**config.mk**
```make
export PLATFORM = sky130hd
export DESIGN_NAME = proximity_beep_pattern_generator_top
export DESIGN_NICKNAME = d
export VERILOG_FILES = /design/src/hw/rtl/pbpg_pkg.sv /design/src/hw/rtl/proximity_beep_pattern_generator_top.sv /design/src/hw/rtl/pbpg_div.sv
export SDC_FILE = /design/constraint.sdc
export NUM_CORES = 1
export LEC_CHECK = 0
export ABC_AREA = 1
export ABC_CLOCK_PERIOD_IN_PS = 6200
export BUFFER_PORTS_ARGS = -buffer_cell sky130_fd_sc_hd__buf_2
export CAP_MARGIN = 10
export CORE_MARGIN = 2
export CORE_UTILIZATION = 50
export CTS_BUF_LIST = sky130_fd_sc_hd__clkbuf_2 sky130_fd_sc_hd__clkbuf_4 sky130_fd_sc_hd__clkbuf_8
export DETAILED_ROUTE_END_ITERATION = 8
export GPL_ROUTABILITY_DRIVEN = 0
export PLACE_DENSITY = 0.64
export SETUP_SLACK_MARGIN = 0.4
export SKIP_LAST_GASP = 1
export SYNTH_ARGS = -nofsm -noshare
export SYNTH_HDL_FRONTEND = slang
export SYNTH_SLANG_ARGS = --single-unit
```
**constraint.sdc**
```tcl
create_clock -name i_clk -period 6.2 [get_ports i_clk]
set_input_delay 0.62 -clock i_clk [delete_from_list [all_inputs] [get_ports i_clk]]
set_output_delay 0.62 -clock i_clk [all_outputs]
set_load 0.03 [all_outputs]
```
**src/hw/rtl/pbpg_pkg.sv**
```systemverilog
// Package for the proximity beep pattern generator: widths, register
// indexes, sequencer states and divider interface structs. No dependencies.
package pbpg_pkg;

    localparam int TICKS_PER_MS = 4;
    localparam int TICK_DIV_W   = (TICKS_PER_MS > 1) ? $clog2(TICKS_PER_MS) : 1;

    localparam int DIST_W  = 13;
    localparam int PER_W   = 16;
    localparam int OOR_W   = 15;
    localparam int MS_W    = 32;
    localparam int PROD_W  = DIST_W + PER_W;
    localparam int STEP_W  = $clog2(PROD_W);
    localparam int CFG_IDX_W  = 3;
    localparam int CFG_DATA_W = 16;
    localparam int IN_DATA_W  = 16;
    localparam int OUT_DATA_W = 40;

    localparam logic [CFG_IDX_W-1:0] REG_WARN_DIST = 3'd0;
    localparam logic [CFG_IDX_W-1:0] REG_STOP_DIST = 3'd1;
    localparam logic [CFG_IDX_W-1:0] REG_FAST_PER  = 3'd2;
    localparam logic [CFG_IDX_W-1:0] REG_SLOW_PER  = 3'd3;
    localparam logic [CFG_IDX_W-1:0] REG_BEEP_ON   = 3'd4;
    localparam logic [CFG_IDX_W-1:0] REG_OOR_CODE  = 3'd5;

    localparam logic [1:0] MODE_OFF    = 2'd0;
    localparam logic [1:0] MODE_PULSED = 2'd1;
    localparam logic [1:0] MODE_CONT   = 2'd2;

    localparam logic FUNC_TICK = 1'b0;
    localparam logic FUNC_DIST = 1'b1;

    typedef enum logic [1:0] {
        ST_IDLE,
        ST_MUL,
        ST_START,
        ST_WAIT
    } t_state;

    typedef struct packed {
        logic              start;
        logic [PROD_W-1:0] dividend;
        logic [DIST_W-1:0] divisor;
    } t_div_req;

    typedef struct packed {
        logic              done;
        logic [PROD_W-1:0] quotient;
    } t_div_rsp;

endpackage

```
**src/hw/rtl/proximity_beep_pattern_generator_top.sv**
```systemverilog
// Top level of the proximity beep pattern generator: tick handling, distance
// classification, beep sequencer. Depends on pbpg_pkg and pbpg_div.
//
//  channel   | direction | payload
//  ----------+-----------+----------------------------------------------
//  s_axis    | in        | tuser = func, tdata = distance_mm
//  m_axis    | out       | tdata = level, tone, mode, millisecond count
//  cfg       | in        | we / idx / data, six registers, write only
//
// Flow: a tone tick and most distance transfers finish in the accept cycle,
// the result is valid on the next cycle. A pulsed reading that ends the
// sounding phase goes through the multiply (ST_MUL), the divider start (ST_START),
// 29 divider steps in pbpg_div (one quotient bit each) and the response.
// Reset is synchronous, active low; it loads the register defaults and
// clears all beep state. Input ready is low while an item is in work and
// while a result waits on a stalled output.
module proximity_beep_pattern_generator_top (
    input  logic                                i_clk,
    input  logic                                i_rst_n,
    // slave stream
    input  logic                                i_s_axis_tvalid,
    output logic                                o_s_axis_tready,
    input  logic [pbpg_pkg::IN_DATA_W-1:0]      i_s_axis_tdata,  // [15:0] distance_mm
    input  logic                                i_s_axis_tuser,  // [0] func
    // master stream
    output logic                                o_m_axis_tvalid,
    input  logic                                i_m_axis_tready,
    // [0] buzzer_level, [1] tone_active, [3:2] warn_mode,
    // [35:4] millisecond_count, [39:36] zero
    output logic [pbpg_pkg::OUT_DATA_W-1:0]     o_m_axis_tdata,
    // config write port
    input  logic                                i_cfg_we,
    input  logic [pbpg_pkg::CFG_IDX_W-1:0]      i_cfg_idx,
    input  logic [pbpg_pkg::CFG_DATA_W-1:0]     i_cfg_data
);

    // configuration registers
    logic [pbpg_pkg::DIST_W-1:0] r_warn, r_stop;
    logic [pbpg_pkg::PER_W-1:0]  r_fast, r_slow, r_beep_on;
    logic [pbpg_pkg::OOR_W-1:0]  r_oor;

    // beep state
    logic                              r_pin, n_pin;
    logic                              r_tone, n_tone;
    logic [pbpg_pkg::TICK_DIV_W-1:0]   r_tick_div, n_tick_div;
    logic [pbpg_pkg::MS_W-1:0]         r_ms, n_ms;
    logic [1:0]                        r_mode, n_mode;
    logic                              r_phase, n_phase;
    logic [pbpg_pkg::MS_W-1:0]         r_next_t, n_next_t;
    logic                              r_out_valid, n_out_valid;

    pbpg_pkg::t_state r_state, n_state;

    // operands of the interpolation
    logic [pbpg_pkg::DIST_W-1:0] r_span, r_den;
    logic [pbpg_pkg::PER_W-1:0]  r_diff;
    logic [pbpg_pkg::PROD_W-1:0] r_prod;

    pbpg_pkg::t_div_req div_req;
    pbpg_pkg::t_div_rsp div_rsp;

    logic                        accept, finish, need_div, div_start;
    logic signed [15:0]          dist_mm;
    logic                        is_off, is_cont;
    logic [pbpg_pkg::DIST_W-1:0] span_w, den_w;
    logic [pbpg_pkg::PER_W-1:0]  diff_w;
    logic [pbpg_pkg::PER_W:0]    period, off_ms;

    assign accept  = i_s_axis_tvalid && o_s_axis_tready;
    assign dist_mm = i_s_axis_tdata;

    // classification of the reading
    assign is_off  = dist_mm[15] || (dist_mm == 16'sd0)
                     || (dist_mm[pbpg_pkg::OOR_W-1:0] == r_oor)
                     || (16'(dist_mm) > {3'b000, r_warn});
    assign is_cont = (16'(dist_mm) <= {3'b000, r_stop});
    assign span_w  = dist_mm[pbpg_pkg::DIST_W-1:0] - r_stop;
    assign den_w   = r_warn - r_stop;
    assign diff_w  = (r_slow > r_fast) ? (r_slow - r_fast) : '0;

    // due when the wrapped difference now - next is not negative
    logic [pbpg_pkg::MS_W-1:0] due_diff;
    logic                      due;
    assign due_diff = r_ms - r_next_t;
    assign due      = !due_diff[pbpg_pkg::MS_W-1];

    // only the end of a sounding phase needs the interpolated period
    assign need_div = (i_s_axis_tuser == pbpg_pkg::FUNC_DIST) && !is_off && !is_cont
                      && (r_mode == pbpg_pkg::MODE_PULSED) && due && r_phase;

    assign finish = (accept && !need_div)
                    || ((r_state == pbpg_pkg::ST_WAIT) && div_rsp.done);

    assign period = {1'b0, r_fast} + {1'b0, div_rsp.quotient[pbpg_pkg::PER_W-1:0]};
    assign off_ms = (period > {1'b0, r_beep_on}) ? (period - {1'b0, r_beep_on}) : '0;

    // state update
    always_comb begin
        n_pin      = r_pin;
        n_tone     = r_tone;
        n_tick_div = r_tick_div;
        n_ms       = r_ms;
        n_mode     = r_mode;
        n_phase    = r_phase;
        n_next_t   = r_next_t;
        if (accept && (i_s_axis_tuser == pbpg_pkg::FUNC_TICK)) begin
            n_pin = r_tone ? !r_pin : 1'b0;
            if (r_tick_div == pbpg_pkg::TICK_DIV_W'(pbpg_pkg::TICKS_PER_MS - 1)) begin
                n_tick_div = '0;
                n_ms       = r_ms + 1'b1;
            end else begin
                n_tick_div = r_tick_div + 1'b1;
            end
        end else if (accept) begin
            priority if (is_off) begin
                n_tone   = 1'b0;
                n_pin    = 1'b0;
                n_mode   = pbpg_pkg::MODE_OFF;
                n_phase  = 1'b0;
                n_next_t = r_ms;
            end else if (is_cont) begin
                n_tone = 1'b1;
                n_mode = pbpg_pkg::MODE_CONT;
            end else if (r_mode != pbpg_pkg::MODE_PULSED) begin
                // entering pulsed mode: start sounding
                n_mode   = pbpg_pkg::MODE_PULSED;
                n_phase  = 1'b1;
                n_tone   = 1'b1;
                n_next_t = r_ms + {16'd0, r_beep_on};
            end else if (due && !r_phase) begin
                n_phase  = 1'b1;
                n_tone   = 1'b1;
                n_next_t = r_ms + {16'd0, r_beep_on};
            end else begin
                // not due, or end of sounding handled after the divide
            end
        end else if ((r_state == pbpg_pkg::ST_WAIT) && div_rsp.done) begin
            n_phase  = 1'b0;
            n_tone   = 1'b0;
            n_next_t = r_ms + {15'd0, off_ms};
        end
    end

    always_comb begin
        n_out_valid = r_out_valid;
        if (finish) begin
            n_out_valid = 1'b1;
        end else if (r_out_valid && i_m_axis_tready) begin
            n_out_valid = 1'b0;
        end
    end

    // sequencer next state
    always_comb begin
        n_state = r_state;
        unique case (r_state)
            pbpg_pkg::ST_IDLE: begin
                if (accept && need_div) begin
                    n_state = pbpg_pkg::ST_MUL;
                end
            end
            pbpg_pkg::ST_MUL:   n_state = pbpg_pkg::ST_START;
            pbpg_pkg::ST_START: n_state = pbpg_pkg::ST_WAIT;
            pbpg_pkg::ST_WAIT: begin
                if (div_rsp.done) begin
                    n_state = pbpg_pkg::ST_IDLE;
                end
            end
            default: n_state = pbpg_pkg::ST_IDLE;
        endcase
    end

    // sequencer outputs
    always_comb begin
        o_s_axis_tready = 1'b0;
        div_start       = 1'b0;
        unique case (r_state)
            pbpg_pkg::ST_IDLE:  o_s_axis_tready = !r_out_valid || i_m_axis_tready;
            pbpg_pkg::ST_MUL:   div_start = 1'b0;
            pbpg_pkg::ST_START: div_start = 1'b1;
            pbpg_pkg::ST_WAIT:  div_start = 1'b0;
            default:            div_start = 1'b0;
        endcase
    end

    always_ff @(posedge i_clk) begin
        if (!i_rst_n) begin
            r_warn      <= pbpg_pkg::DIST_W'(200);
            r_stop      <= pbpg_pkg::DIST_W'(100);
            r_fast      <= pbpg_pkg::PER_W'(150);
            r_slow      <= pbpg_pkg::PER_W'(600);
            r_beep_on   <= pbpg_pkg::PER_W'(50);
            r_oor       <= pbpg_pkg::OOR_W'(8190);
        end else if (i_cfg_we) begin
            unique case (i_cfg_idx)
                pbpg_pkg::REG_WARN_DIST: r_warn    <= i_cfg_data[pbpg_pkg::DIST_W-1:0];
                pbpg_pkg::REG_STOP_DIST: r_stop    <= i_cfg_data[pbpg_pkg::DIST_W-1:0];
                pbpg_pkg::REG_FAST_PER:  r_fast    <= i_cfg_data;
                pbpg_pkg::REG_SLOW_PER:  r_slow    <= i_cfg_data;
                pbpg_pkg::REG_BEEP_ON:   r_beep_on <= i_cfg_data;
                pbpg_pkg::REG_OOR_CODE:  r_oor     <= i_cfg_data[pbpg_pkg::OOR_W-1:0];
                default: ;
            endcase
        end
    end

    always_ff @(posedge i_clk) begin
        if (!i_rst_n) begin
            r_pin       <= 1'b0;
            r_tone      <= 1'b0;
            r_tick_div  <= '0;
            r_ms        <= '0;
            r_mode      <= pbpg_pkg::MODE_OFF;
            r_phase     <= 1'b0;
            r_next_t    <= '0;
            r_out_valid <= 1'b0;
            r_state     <= pbpg_pkg::ST_IDLE;
        end else begin
            r_pin       <= n_pin;
            r_tone      <= n_tone;
            r_tick_div  <= n_tick_div;
            r_ms        <= n_ms;
            r_mode      <= n_mode;
            r_phase     <= n_phase;
            r_next_t    <= n_next_t;
            r_out_valid <= n_out_valid;
            r_state     <= n_state;
        end
    end

    // interpolation operands, then one registered multiply
    always_ff @(posedge i_clk) begin
        if (accept) begin
            r_span <= span_w;
            r_den  <= den_w;
            r_diff <= diff_w;
        end
        if (r_state == pbpg_pkg::ST_MUL) begin
            r_prod <= r_span * r_diff;
        end
    end

    assign div_req.start    = div_start;
    assign div_req.dividend = r_prod;
    assign div_req.divisor  = r_den;

    pbpg_div u_div (
        .i_clk   (i_clk),
        .i_rst_n (i_rst_n),
        .i_req   (div_req),
        .o_rsp   (div_rsp)
    );

    // state only moves on accepted items, so the result reads straight from it
    assign o_m_axis_tvalid = r_out_valid;
    assign o_m_axis_tdata  = {4'b0000, r_ms, r_mode, r_tone, r_pin};

endmodule

```
**src/hw/rtl/pbpg_div.sv**
```systemverilog
// Restoring divider, one quotient bit per cycle.
// Depends on pbpg_pkg (widths, request/response structs).
module pbpg_div (
    input  logic                i_clk,
    input  logic                i_rst_n,
    input  pbpg_pkg::t_div_req  i_req,
    output pbpg_pkg::t_div_rsp  o_rsp
);

    logic                          r_busy, n_busy;
    logic                          r_done, n_done;
    logic [pbpg_pkg::STEP_W-1:0]   r_step, n_step;
    logic [pbpg_pkg::DIST_W:0]     r_rem, n_rem;
    logic [pbpg_pkg::PROD_W-1:0]   r_quo, n_quo;
    logic [pbpg_pkg::DIST_W-1:0]   r_den, n_den;
    logic [pbpg_pkg::DIST_W:0]     rem_sh;
    logic                          q_bit;

    // shift in next dividend bit, trial subtract
    assign rem_sh = {r_rem[pbpg_pkg::DIST_W-1:0], r_quo[pbpg_pkg::PROD_W-1]};
    assign q_bit  = (rem_sh >= {1'b0, r_den});

    always_comb begin
        n_busy = r_busy;
        n_done = 1'b0;
        n_step = r_step;
        n_rem  = r_rem;
        n_quo  = r_quo;
        n_den  = r_den;
        if (i_req.start) begin
            n_busy = 1'b1;
            n_step = '0;
            n_rem  = '0;
            n_quo  = i_req.dividend;
            n_den  = i_req.divisor;
        end else if (r_busy) begin
            n_rem  = q_bit ? (rem_sh - {1'b0, r_den}) : rem_sh;
            n_quo  = {r_quo[pbpg_pkg::PROD_W-2:0], q_bit};
            n_step = r_step + 1'b1;
            if (r_step == pbpg_pkg::STEP_W'(pbpg_pkg::PROD_W - 1)) begin
                n_busy = 1'b0;
                n_done = 1'b1;
            end
        end
    end

    always_ff @(posedge i_clk) begin
        if (!i_rst_n) begin
            r_busy <= 1'b0;
            r_done <= 1'b0;
            r_step <= '0;
        end else begin
            r_busy <= n_busy;
            r_done <= n_done;
            r_step <= n_step;
        end
    end

    always_ff @(posedge i_clk) begin
        r_rem <= n_rem;
        r_quo <= n_quo;
        r_den <= n_den;
    end

    assign o_rsp.done     = r_done;
    assign o_rsp.quotient = r_quo;

endmodule

```
==> run summary, run 1 <==
Pin slew with the least headroom to its limit: 1.076 ns. The number of global-route vias before repair was 21,900. The worst hold path belongs to the class in2reg. Global routing finished with a remaining overflow of 0.

Ranked by total cell area, the synthesized netlist is headed by sky130_fd_sc_hd__dfxtp_1, sky130_fd_sc_hd__nand2_1, sky130_fd_sc_hd__edfxtp_1. From bottom edge to top edge, the die measures 234.2 microns. The die area is 0.05486 sq mm, and the final hold violation count is 0. The detailed router placed 23,660 vias in this run. Setup violations remaining at the end of the flow were counted as 0. TritonCTS built the clock tree. The tools report the number of pins with negative max-slew slack in the final report as 0. The worst setup path is captured at a register.

In the final layout, flip-flops and latches occupy 0.007058 sq mm. The area growth from synthesis to layout is 9.725%. The clock tree synthesis step divided the H-tree into 2 levels. The number of antenna violations at the first check in global routing came out at 1. The routed length per placed instance was 17.51 microns; the floorplan row count was 84. The arrival time of the worst setup path was 5.90 ns. The critical path class was reg2reg. Counting along the longest clock path gives a buffer depth of 3.

Counting I/O delays and the setup requirement, the final critical path takes 5.524 ns. The relative max-transition margin was 0.2820; the count of different cell masters after synthesis was 58. Flop and latch count out of synthesis: 296. The tree is rooted in a sky130_fd_sc_hd__clkbuf_8.

The first TritonRoute pass finished after 6 iterations. In this run the worst path has a maximum fanout of 12. The number of buffers inserted during clock tree synthesis is 53, and the share of layout cells above drive strength 1 is 0.08295. The run gives 0 as the number of violations of the max-capacitance limit. Overall fraction of global-route tracks in use: 0.2843.

The async set-reset flop share out of synthesis was 0; the CTS sink count was 296. The run gives 59.28 mm as the total half-perimeter wirelength after legalization and detailed placement. The number of routed nets with antenna violations was 0.

Measured along the x axis, the die boundary spans 234.2 microns. In this run the mean area of a mapped cell was 7.364 sq um. The core region is 0.05245 sq mm.

After detailed routing, the number of remaining DRC violations is 0. Yosys printed 0 warnings. The number of I/O pins was 83. The kind of start point of the critical path was a register. The post-synthesis cell area is 0.02650 sq mm.

The number of cells produced by synthesis came out at 3,599. The effective utilization at floorplan was 0.5053; the aggregate routed wire length was 77.31 mm. Dividing the detail-routed via count by the number of cells gives 5.357.

The first global-routing pass estimated 121.1 mm of wire. Initial detailed-routing violation count: 2,033. The run gives 4,129 as the net total in the final layout.

The post-synthesis cell type with the largest combined area was sky130_fd_sc_hd__dfxtp_1. The clock input transition at the sequential cells of the worst setup and hold paths came out at 0.06 ns. The main flop type after synthesis was sky130_fd_sc_hd__dfxtp_1. Setup repair after global routing could not meet its margin everywhere.

The run finished with clean final reports. The multi-input combinational cells in the finished layout cover a total of 0.01686 sq mm. Static timing analysis puts the maximum clock frequency at 181.0 MHz.

The clock skew was 0.07519 ns; the largest net degree at the start of global routing was 93. The sequential fraction of the synthesis area was 0.2663; the share of the cycle needed by the critical path after routing was 0.8910. Summed over all failing endpoints, the final setup total negative slack is 0 ns. Number of port buffers: 78. The run gives 6.57 ns as the critical path data required time. Yosys mapped a number of flops with a built-in enable equal to 113.

The logs give 0.68 ns for the clock latency reported for the late side of the worst-skew pair and 5,182 for the final-layout fill cell count. The share of the synthesized area in the top cell type works out to 0.1382.
==> layer usage <==
metal / vias up / share of wire / track usage
met5: - / 0 / 0
met4: 0 / 0.031 / 0.09217
met3: 138 / 0.075 / 0.04280
met2: 846 / 0.44 / 0.4473
met1: 10980 / 0.45 / 0.4008
li1: 11690 / - / -
==> state kept, by name, summed over array words and instances, names as in the netlist, 15 cells and up <==
signal       count
r_beep_on       16
r_diff          16
r_ms            32
r_slow          16
r_oor           15
r_next_t        32
u_div.r_quo     29
r_fast          16
r_prod          29
==> cell usage after synthesis, types with 4 or more instances <==
cell,n
sky130_fd_sc_hd__a22oi_1,4
sky130_fd_sc_hd__buf_2,8
sky130_fd_sc_hd__inv_2,6
sky130_fd_sc_hd__o211ai_1,31
sky130_fd_sc_hd__buf_4,8
sky130_fd_sc_hd__o21ai_0,211
sky130_fd_sc_hd__a31oi_1,9
sky130_fd_sc_hd__fa_1,162
sky130_fd_sc_hd__buf_6,6
sky130_fd_sc_hd__o22ai_1,4
sky130_fd_sc_hd__o21a_1,11
sky130_fd_sc_hd__edfxtp_1,113
sky130_fd_sc_hd__buf_1,4
sky130_fd_sc_hd__nand3_1,108
sky130_fd_sc_hd__clkbuf_1,88
sky130_fd_sc_hd__inv_1,579
sky130_fd_sc_hd__a21oi_1,286
sky130_fd_sc_hd__or2_2,7
sky130_fd_sc_hd__a21o_1,13
sky130_fd_sc_hd__o21bai_1,10
sky130_fd_sc_hd__nand4_1,32
sky130_fd_sc_hd__nand3b_1,4
sky130_fd_sc_hd__nor3_1,48
sky130_fd_sc_hd__ha_1,245
sky130_fd_sc_hd__dfxtp_1,183
sky130_fd_sc_hd__nand2_1,935
sky130_fd_sc_hd__xnor2_1,46
sky130_fd_sc_hd__o21ai_1,10
sky130_fd_sc_hd__o31ai_1,5
sky130_fd_sc_hd__xor2_1,87
sky130_fd_sc_hd__nand2_2,5
sky130_fd_sc_hd__nor2_1,284
sky130_fd_sc_hd__a211oi_1,7
==> final cells by class <==
| type | count | share of cell area |
|---|---|---|
| clock inverter | 20 | 0.007616 |
| antenna | 3 | 0.0002582 |
| clock buffer | 79 | 0.03373 |
| multi-input combinational | 2603 | 0.5799 |
| timing repair buffer | 140 | 0.03038 |
| sequential | 296 | 0.2427 |
| tap | 688 | 0.02960 |
| inverter | 587 | 0.07577 |
==> metrics by stage <==
step / worst slack (ns) / util / instances / hold slack (ns) / area (sq um)
after floorplan: 1.018 / - / 3602 / 0.4003 / 26510
after global placement: 0.5634 / 0.5218 / 4268 / 0.4038 / 27370
after detailed placement: 0.4718 / 0.5218 / 4268 / 0.4063 / 27370
after CTS: 0.4152 / 0.5448 / 4367 / 0.2302 / 28570
after global routing: 0.2923 / 0.5544 / 4415 / 0.2831 / 29080
final: 0.6758 / 0.5545 / 4416 / 0.2765 / 29080
==> worst max-delay path, stage by stage (launching register included) <==
cell and delay, ns:
sky130_fd_sc_hd__edfxtp_1 0.76, sky130_fd_sc_hd__nand2_1 0.19, sky130_fd_sc_hd__fa_1 0.53, sky130_fd_sc_hd__fa_1 0.51, sky130_fd_sc_hd__inv_1 0.05, sky130_fd_sc_hd__fa_1 0.48, sky130_fd_sc_hd__inv_1 0.06, sky130_fd_sc_hd__fa_1 0.55
sky130_fd_sc_hd__inv_1 0.07, sky130_fd_sc_hd__fa_1 0.43, sky130_fd_sc_hd__ha_1 0.35, sky130_fd_sc_hd__a21oi_1 0.28, sky130_fd_sc_hd__o21a_1 0.15, sky130_fd_sc_hd__o21ai_0 0.07, sky130_fd_sc_hd__a21oi_1 0.23, sky130_fd_sc_hd__o21bai_1 0.14
sky130_fd_sc_hd__nand2_1 0.07, sky130_fd_sc_hd__nand2_1 0.09, sky130_fd_sc_hd__nand2_1 0.07, sky130_fd_sc_hd__nand2_1 0.05, sky130_fd_sc_hd__xor2_1 0.14
==> cells in the final DEF, fill, tap and decap left out, types with 62 or more instances in the layout <==
master,instances
sky130_fd_sc_hd__a21oi_1,277
sky130_fd_sc_hd__buf_2,77
sky130_fd_sc_hd__clkbuf_8,62
sky130_fd_sc_hd__dfxtp_1,182
sky130_fd_sc_hd__edfxtp_1,113
sky130_fd_sc_hd__fa_1,161
sky130_fd_sc_hd__ha_1,242
sky130_fd_sc_hd__inv_1,578
sky130_fd_sc_hd__nand2_1,934
sky130_fd_sc_hd__nand3_1,108
sky130_fd_sc_hd__nor2_1,277
sky130_fd_sc_hd__o21ai_0,201
sky130_fd_sc_hd__xor2_1,87
==> worst paths after layout <==
check / depth (start not counted) / slack [ns] / from / endpoint
setup / recovery: 20 / 0.68 / r_span[6]$_DFFE_PP_ / r_prod[27]$_DFFE_PN_
hold / removal: 3 / 0.28 / i_cfg_data[11] / r_oor[11]$_SDFFE_PN1P_
setup reg to reg: 20 / 0.68 / r_span[6]$_DFFE_PP_ / r_prod[27]$_DFFE_PN_
hold reg to reg: 0 / 0.41 / r_den[11]$_DFFE_PP_ / u_div.r_den[11]$_DFFE_PP_
==> cell families (layout without fill, tap and decap cells) <==
logic type,Yosys count,after routing,synth area share
AND/OR/NAND/NOR,1443,1443,0.2216
buffers and inverters,703,826,0.1029
AO/OA/AOI/OAI,616,616,0.1271
adder cells (fa/ha/maj),407,407,0.2380
flip-flops,296,296,0.2663
XOR/XNOR,133,133,0.04395
other,1,7,0.0001415
==> repair_timing <==
action	in CTS	in global routing
endpoints found under the setup margin	0	33
buffers inserted	0	46
gates resized for setup	0	46
hold buffers	0	0
Power of run 1 is not shown: default switching activity piles up to over one toggle a cycle in this logic, so the estimate is an artifact.
==> run 2, diff against run 1 <==
ABC_CLOCK_PERIOD_IN_PS = 6900   (was 6200)
clock period = 6.9 ns   (was 6.2 ns; I/O delays follow)
==> run 2 against run 1 <==
First-iteration DRC count is 14% lower. Non-clock buffer count is 55 lower. Clock skew is 0.0064 ns higher. Count of clock-buffer cells in the layout is 3 lower. Fmax is 6.2% lower. Final cell count is 1.4% lower. Largest cell class unchanged. Wire length is 0.49% lower. Global-route usage is 0.053 points lower.
==> run summary, run 2 (synthesis gave the netlist of run 1 again) <==
In this run the worst path has a maximum fanout of 17. The tools report the area after detailed placement as 0.02730 sq mm. The detail route stage leaves a number of antenna-violating nets equal to 0. The post-route cell area was 0.02855 sq mm. The worst register-to-register path ends at r_next_t[28]$_SDFFE_PN0P_. The share of layout cells above drive strength 1 works out to 0.05999. Clock tree synthesis selected as its root buffer the cell sky130_fd_sc_hd__clkbuf_8. The final-layout setup total negative slack was 0 ns. Busiest layer in global routing: met2. TritonCTS built the clock tree. The run gives 0.4489 as the met2 track demand over resource.

The number of violations of the max-capacitance limit was 0. The library cells used most frequently in the layout, excluding fill and tap cells, are sky130_fd_sc_hd__nand2_1, sky130_fd_sc_hd__inv_1, sky130_fd_sc_hd__a21oi_1. Before antenna repair, the detailed router went through 7 iterations.

The worst setup path is captured at a register. In this run, placement finished with an instance count of 4,259. The clock input transition at the sequential cells of the worst setup and hold paths is 0.06 ns, and the number of I/O pins is 83.

For the number of global-route vias before repair, the log shows 22,010. The flow ran to the end, and the final reports show no timing, DRC or antenna violations. Leaving out fill and tap cells, the most frequent cell in the layout is sky130_fd_sc_hd__nand2_1. Setup repair after global routing left no endpoint under its margin. Once detailed placement completed, the half-perimeter wirelength came to 59.08 mm. At the pin with the least slew margin, the transition time is 1.149 ns. The biggest cell delay along the critical path was 0.49 ns; the die area was 0.05486 sq mm. For the number of setup violations in the final report, the log shows 0.

The critical path class was reg2reg. The number of pins with negative max-slew slack in the final report was 0. The tools report the buffer depth of the longest clock path as 3.

In the routed design, unresolved DRC markers number 0. The largest registers in the layout are r_ms (32), r_next_t (32). The standard cell core area came out at 0.05245 sq mm. The kind of start point of the critical path is a register. Detailed routing inserted a total of 23,290 vias. The logs give 0.5053 for the effective utilization at floorplan and 169.7 MHz for the upper clock frequency limit. The clock drives 296 sinks. Horizontal die dimension: 234.2 microns. The run gives 84 as the floorplan row count. Critical path launch point: r_fast[1]$_SDFFE_PN1P_.

The routed length per placed instance was 17.66 microns. The most critical setup path has its endpoint at r_next_t[28]$_SDFFE_PN0P_. The number of port buffers came out at 78.

The relative max-transition margin was 0.2331; the height of the chip was 234.2 microns. Buffers added to address setup during post-CTS repair amount to 0. For the largest net degree at the start of global routing, the log shows 73. The H-tree was split into 2 levels.

After layout, the minimum clock period comes to 5.891 ns. For the worst setup path, the data arrival time is 6.41 ns. The launching point of the worst reg2reg path was r_fast[1]$_SDFFE_PN1P_.

Clock tree synthesis inserted a total of 52 buffers. The share of the cycle needed by the critical path after routing came out at 0.8538. The clock latency reported for the late side of the worst-skew pair is 0.67 ns. Clock skew: 0.08163 ns. The slowest stage of the critical path belongs to the cell sky130_fd_sc_hd__fa_1. The first global-routing pass estimated 121.1 mm of wire. Initial detailed-routing violation count: 1,744. In the routed layout, each cell is associated on average with a via count of 5.347. For the total congestion overflow after global routing, the log shows 0.

The run gives 0.2838 as the overall fraction of global-route tracks in use. Once layout is complete, the cells apart from fillers number 4,356. For the worst flop-to-flop path, the logic depth is 33.

The tightest min-delay check is of the in2reg type. The run gives 0.3902 as the met1 capacity usage during global routing. Summed over all layers, the routed wires come to 76.92 mm.

The number of antenna violations at the first check in global routing came out at 1. The final hold violation count is 0, and the layout overhead on the synthesized area is 7.738%. The net count of the finished layout is 4,073. The critical path data required time was 7.42 ns. Flop-to-flop setup slack: 1.01 ns.

The most numerous cell type found on the critical path is sky130_fd_sc_hd__nand2_1. The met3 layer usage reported by global route is 0.04803.
-- run 2: layout make-up --
cell class,count,area (sq um)
multi-input combinational,2603,16730
sequential,296,7057
tap,688,860.8
clock buffer,76,983.4
timing repair buffer,85,445.4
fill,5171,23890
antenna,1,2.502
inverter,587,2203
clock inverter,20,267.8
-- run 2: worst min path at each step --
| stage | from | to | slack (ns) | cells past startpoint |
|---|---|---|---|---|
| floorplan | r_den[0]$_DFFE_PP_ | u_div.r_den[0]$_DFFE_PP_ | 0.40 | 0 |
| global placement | r_den[8]$_DFFE_PP_ | u_div.r_den[8]$_DFFE_PP_ | 0.41 | 0 |
| detailed placement | r_den[10]$_DFFE_PP_ | u_div.r_den[10]$_DFFE_PP_ | 0.41 | 0 |
| CTS | i_cfg_data[10] | r_oor[10]$_SDFFE_PN1P_ | 0.33 | 3 |
| global route | i_cfg_data[11] | r_oor[11]$_SDFFE_PN1P_ | 0.38 | 3 |
| finish | i_cfg_data[11] | r_oor[11]$_SDFFE_PN1P_ | 0.38 | 3 |
-- run 2: layer usage --
| metal | vias up | routed length, microns |
|---|---|---|
| met4 | 0 | 2723 |
| met1 | 10790 | 34730 |
| met2 | 789 | 33950 |
| li1 | 11560 | - |
| met5 | - | 0 |
| met3 | 158 | 5524 |
-- run 2: critical path, delay by kind of cell, from the launching register on --
kind	cells	cell delay [ns]
fa+ha+maj	4	1.48
compound gates	12	2.01
buf+inv	1	0.12
xor+xnor	1	0.17
simple gates	15	1.64
flops	1	0.39
-- run 2: timing repair --
action	4_1_cts	5_1_grt
hold buffers	0	0
endpoints found under the setup margin	0	1
hold endpoints to repair	0	0
gates resized for setup	0	1
-- run 2: through the flow --
| stage | utilization | hold slack [ns] | setup WS (ns) |
|---|---|---|---|
| 2_1_floorplan | - | 0.4003 | 1.718 |
| 3_3_place_gp | 0.5205 | 0.4093 | 1.129 |
| 3_5_place_dp | 0.5205 | 0.4089 | 1.028 |
| 4_1_cts | 0.5444 | 0.3346 | 1.045 |
| 5_1_grt | 0.5444 | 0.3761 | 0.4290 |
| 6_report | 0.5444 | 0.3789 | 1.009 |
Power of run 2 is left out for the same reason.
==> run 3, diff against run 2 <==
==> constraint.sdc (replaced) <==
create_clock -name i_clk -period 6.9 [get_ports i_clk]
set_input_delay 1.38 -clock i_clk [delete_from_list [all_inputs] [get_ports i_clk]]
set_output_delay 1.38 -clock i_clk [all_outputs]
set_load 0.03 [all_outputs]
==> run 3 against run 2 <==
Sequential share of layout area rose by 0.075 points. Count of clock-buffer cells in the layout rose by 4. Register-to-register slack barely moved. Wire length fell by 0.31%. Cell area fell by 0.30%. Final cell count did not move. Clock skew fell by 0.0028 ns. Fmax fell by 0.17%.
==> run summary, run 3 (synthesis gave the netlist of run 1 again) <==
Number of pins with negative max-slew slack in the final report: 0. The relative max-transition margin was 0.2751; the DRC violation count after routing was 0. The flip-flop and latch area came out at 0.007057 sq mm. The worst setup path is captured at a register. The biggest cell delay along the critical path was 0.47 ns. The net count of the finished layout is 4,075. On the critical path the largest part of the delay comes from compound AO/OA/AOI/OAI gates.

The run gives 0 as the total inserted antenna cells. Signal routing reaches up to met5. The slowest stage of the critical path belongs to the cell sky130_fd_sc_hd__o21ai_0. Data on the critical path arrives at its endpoint at 6.51 ns.

For the global-route wire length before repair, the log shows 120.8 mm. Setup violations remaining at the end of the flow were counted as 0. The detailed router placed 23,340 vias in this run. The path class of the tightest hold or removal check is reg2reg. The H-tree generated during clock tree synthesis spans 2 levels. The number of gates resized after CTS was 0. Fill cells in the final layout number 5,189. TritonCTS built the clock tree.

CTS sink count: 296. Horizontal die dimension: 234.2 microns. The critical path is of the reg2reg type. For the final database, setup skew stands at 0.07881 ns.

The routed length on met1 is 34.31 mm, and the floorplan row count is 84. The routed length per placed instance was 17.61 microns; the total congestion overflow after global routing was 0. Counting instances, the worst hold path has a depth of 0.

The flow ran to the end, and the final reports show no timing, DRC or antenna violations. The launching point of the worst reg2reg path is r_fast[0]$_SDFFE_PN0P_. The multi-input combinational cell area was 0.01673 sq mm. The total of hold buffers inserted after clock tree synthesis came out at 0. From bottom edge to top edge, the die measures 234.2 microns. For the number of placed instances with taps included, the log shows 4,259. The aggregate routed wire length was 76.69 mm. The number of buffers and inverters on the critical path was 1; the buffer depth of the longest clock path was 3.

In this design, the critical path's most frequently occurring cell is sky130_fd_sc_hd__nand2_1. Setup repair after global routing left no endpoint under its margin. Across all register-to-register paths, the minimum setup slack is 1.0 ns. Static timing analysis puts the maximum clock frequency at 169.5 MHz. The path with the worst hold slack has its endpoint at u_div.r_den[10]$_DFFE_PP_.

Once the clock tree was built, the setup fixing pass inserted 0 buffers. At the worst endpoint, the required time is 7.51 ns. For the overall fraction of global-route tracks in use, the log shows 0.2832. The number of antenna violations at the first check in global routing is 1, and the number of routed nets with antenna violations is 0. The share of the cycle needed by the critical path after routing works out to 0.8553.

Compared with the post-synthesis result, the final layout area differs by 7.412%. The effective utilization at floorplan came out at 0.5053. In this run the worst path has a maximum fanout of 17. The run gives 0.05486 sq mm as the die area. For the total half-perimeter wirelength after legalization and detailed placement, the log shows 59.15 mm. For the final hold violation count, the log shows 0.

The clock latency reported for the late side of the worst-skew pair was 0.66 ns; the detail-routed via count per cell was 5.358. The number of global-route vias before repair was 21,940. Startpoint of the most critical hold path: r_den[10]$_DFFE_PP_. The clock input transition at the sequential cells of the worst setup and hold paths came out at 0.07 ns. The top cell types in the final layout, fill and taps aside, are sky130_fd_sc_hd__nand2_1, sky130_fd_sc_hd__inv_1, sky130_fd_sc_hd__a21oi_1. For the worst flop-to-flop path, the logic depth is 33. The kind of start point of the critical path is a register. Clock tree synthesis selected as its root buffer the cell sky130_fd_sc_hd__clkbuf_8. The wire length on met2 was 33.95 mm; the number of buffers inserted during clock tree synthesis was 54. The share of layout cells above drive strength 1 is 0.05998, and the number of detailed-route iterations in the first pass is 6.

Summed over all failing endpoints, the final setup total negative slack is 0 ns. The routed design uses 5.870 mm of met3 wire. The largest registers in the layout are r_ms (32), r_next_t (32).

Max-cap violations in this run came to 0. The core region is 0.05245 sq mm. The capture point of the worst reg-to-reg path was r_next_t[25]$_SDFFE_PN0P_.

Entering global routing, the biggest net connects 66 pins. At the pin with the least slew margin, the transition time is 1.086 ns. The final standard cell count with taps included and fillers excluded was 4,356; the number of I/O pins was 83.

The first routing iteration left 2,048 violations. Most common library cell in the layout ignoring fill and taps: sky130_fd_sc_hd__nand2_1. During placement, the flow inserted port buffers numbering 78. The shortest clock period the worst path allows after layout is 5.901 ns.
## run 3: changes by cell type in the layout (fill, tap and decap cells not counted), sizes merged
cell,change
bufinv,-4
clkbuf,+4
diode,-1
inv,+1
## run 3: how the worst max path moves through the flow
| stage | start | end | slack (ns) | cells past startpoint |
|---|---|---|---|---|
| after floorplan | r_span[9]$_DFFE_PP_ | r_prod[25]$_DFFE_PN_ | 1.72 | 23 |
| after global placement | r_fast[1]$_SDFFE_PN1P_ | r_next_t[25]$_SDFFE_PN0P_ | 1.13 | 31 |
| after detailed placement | r_fast[0]$_SDFFE_PN0P_ | r_next_t[25]$_SDFFE_PN0P_ | 1.09 | 33 |
| after CTS | r_fast[0]$_SDFFE_PN0P_ | r_next_t[25]$_SDFFE_PN0P_ | 1.12 | 33 |
| after global routing | r_fast[1]$_SDFFE_PN1P_ | r_next_t[25]$_SDFFE_PN0P_ | 0.48 | 32 |
| final | r_fast[0]$_SDFFE_PN0P_ | r_next_t[25]$_SDFFE_PN0P_ | 1.0 | 33 |
## run 3: layout make-up
cell class / instances / area share
Timing Repair Buffer: 85 / 0.01565
Clock buffer: 80 / 0.03538
Clock inverter: 17 / 0.005626
Sequential cell: 296 / 0.2479
Tap cell: 688 / 0.03024
Inverter: 587 / 0.07740
Multi-Input combinational cell: 2603 / 0.5878
## run 3: metrics by stage
step / cell area, sq um / util / hold WS, ns / setup WS (ns)
global route: 28470 / 0.5428 / 0.4348 / 0.4767
global placement: 27300 / 0.5205 / 0.4168 / 1.129
finish: 28470 / 0.5428 / 0.4295 / 0.9986
detailed placement: 27300 / 0.5205 / 0.4220 / 1.087
CTS: 28470 / 0.5428 / 0.4340 / 1.123
floorplan: 26510 / - / 0.4003 / 1.718
## run 3: layer usage
layer / GRT usage / vias up
met5: 0 / -
met4: 0.09830 / 2
met3: 0.04548 / 141
met2: 0.4475 / 867
met1: 0.3932 / 10750
li1: - / 11580
Power of run 3 is left out for the same reason.
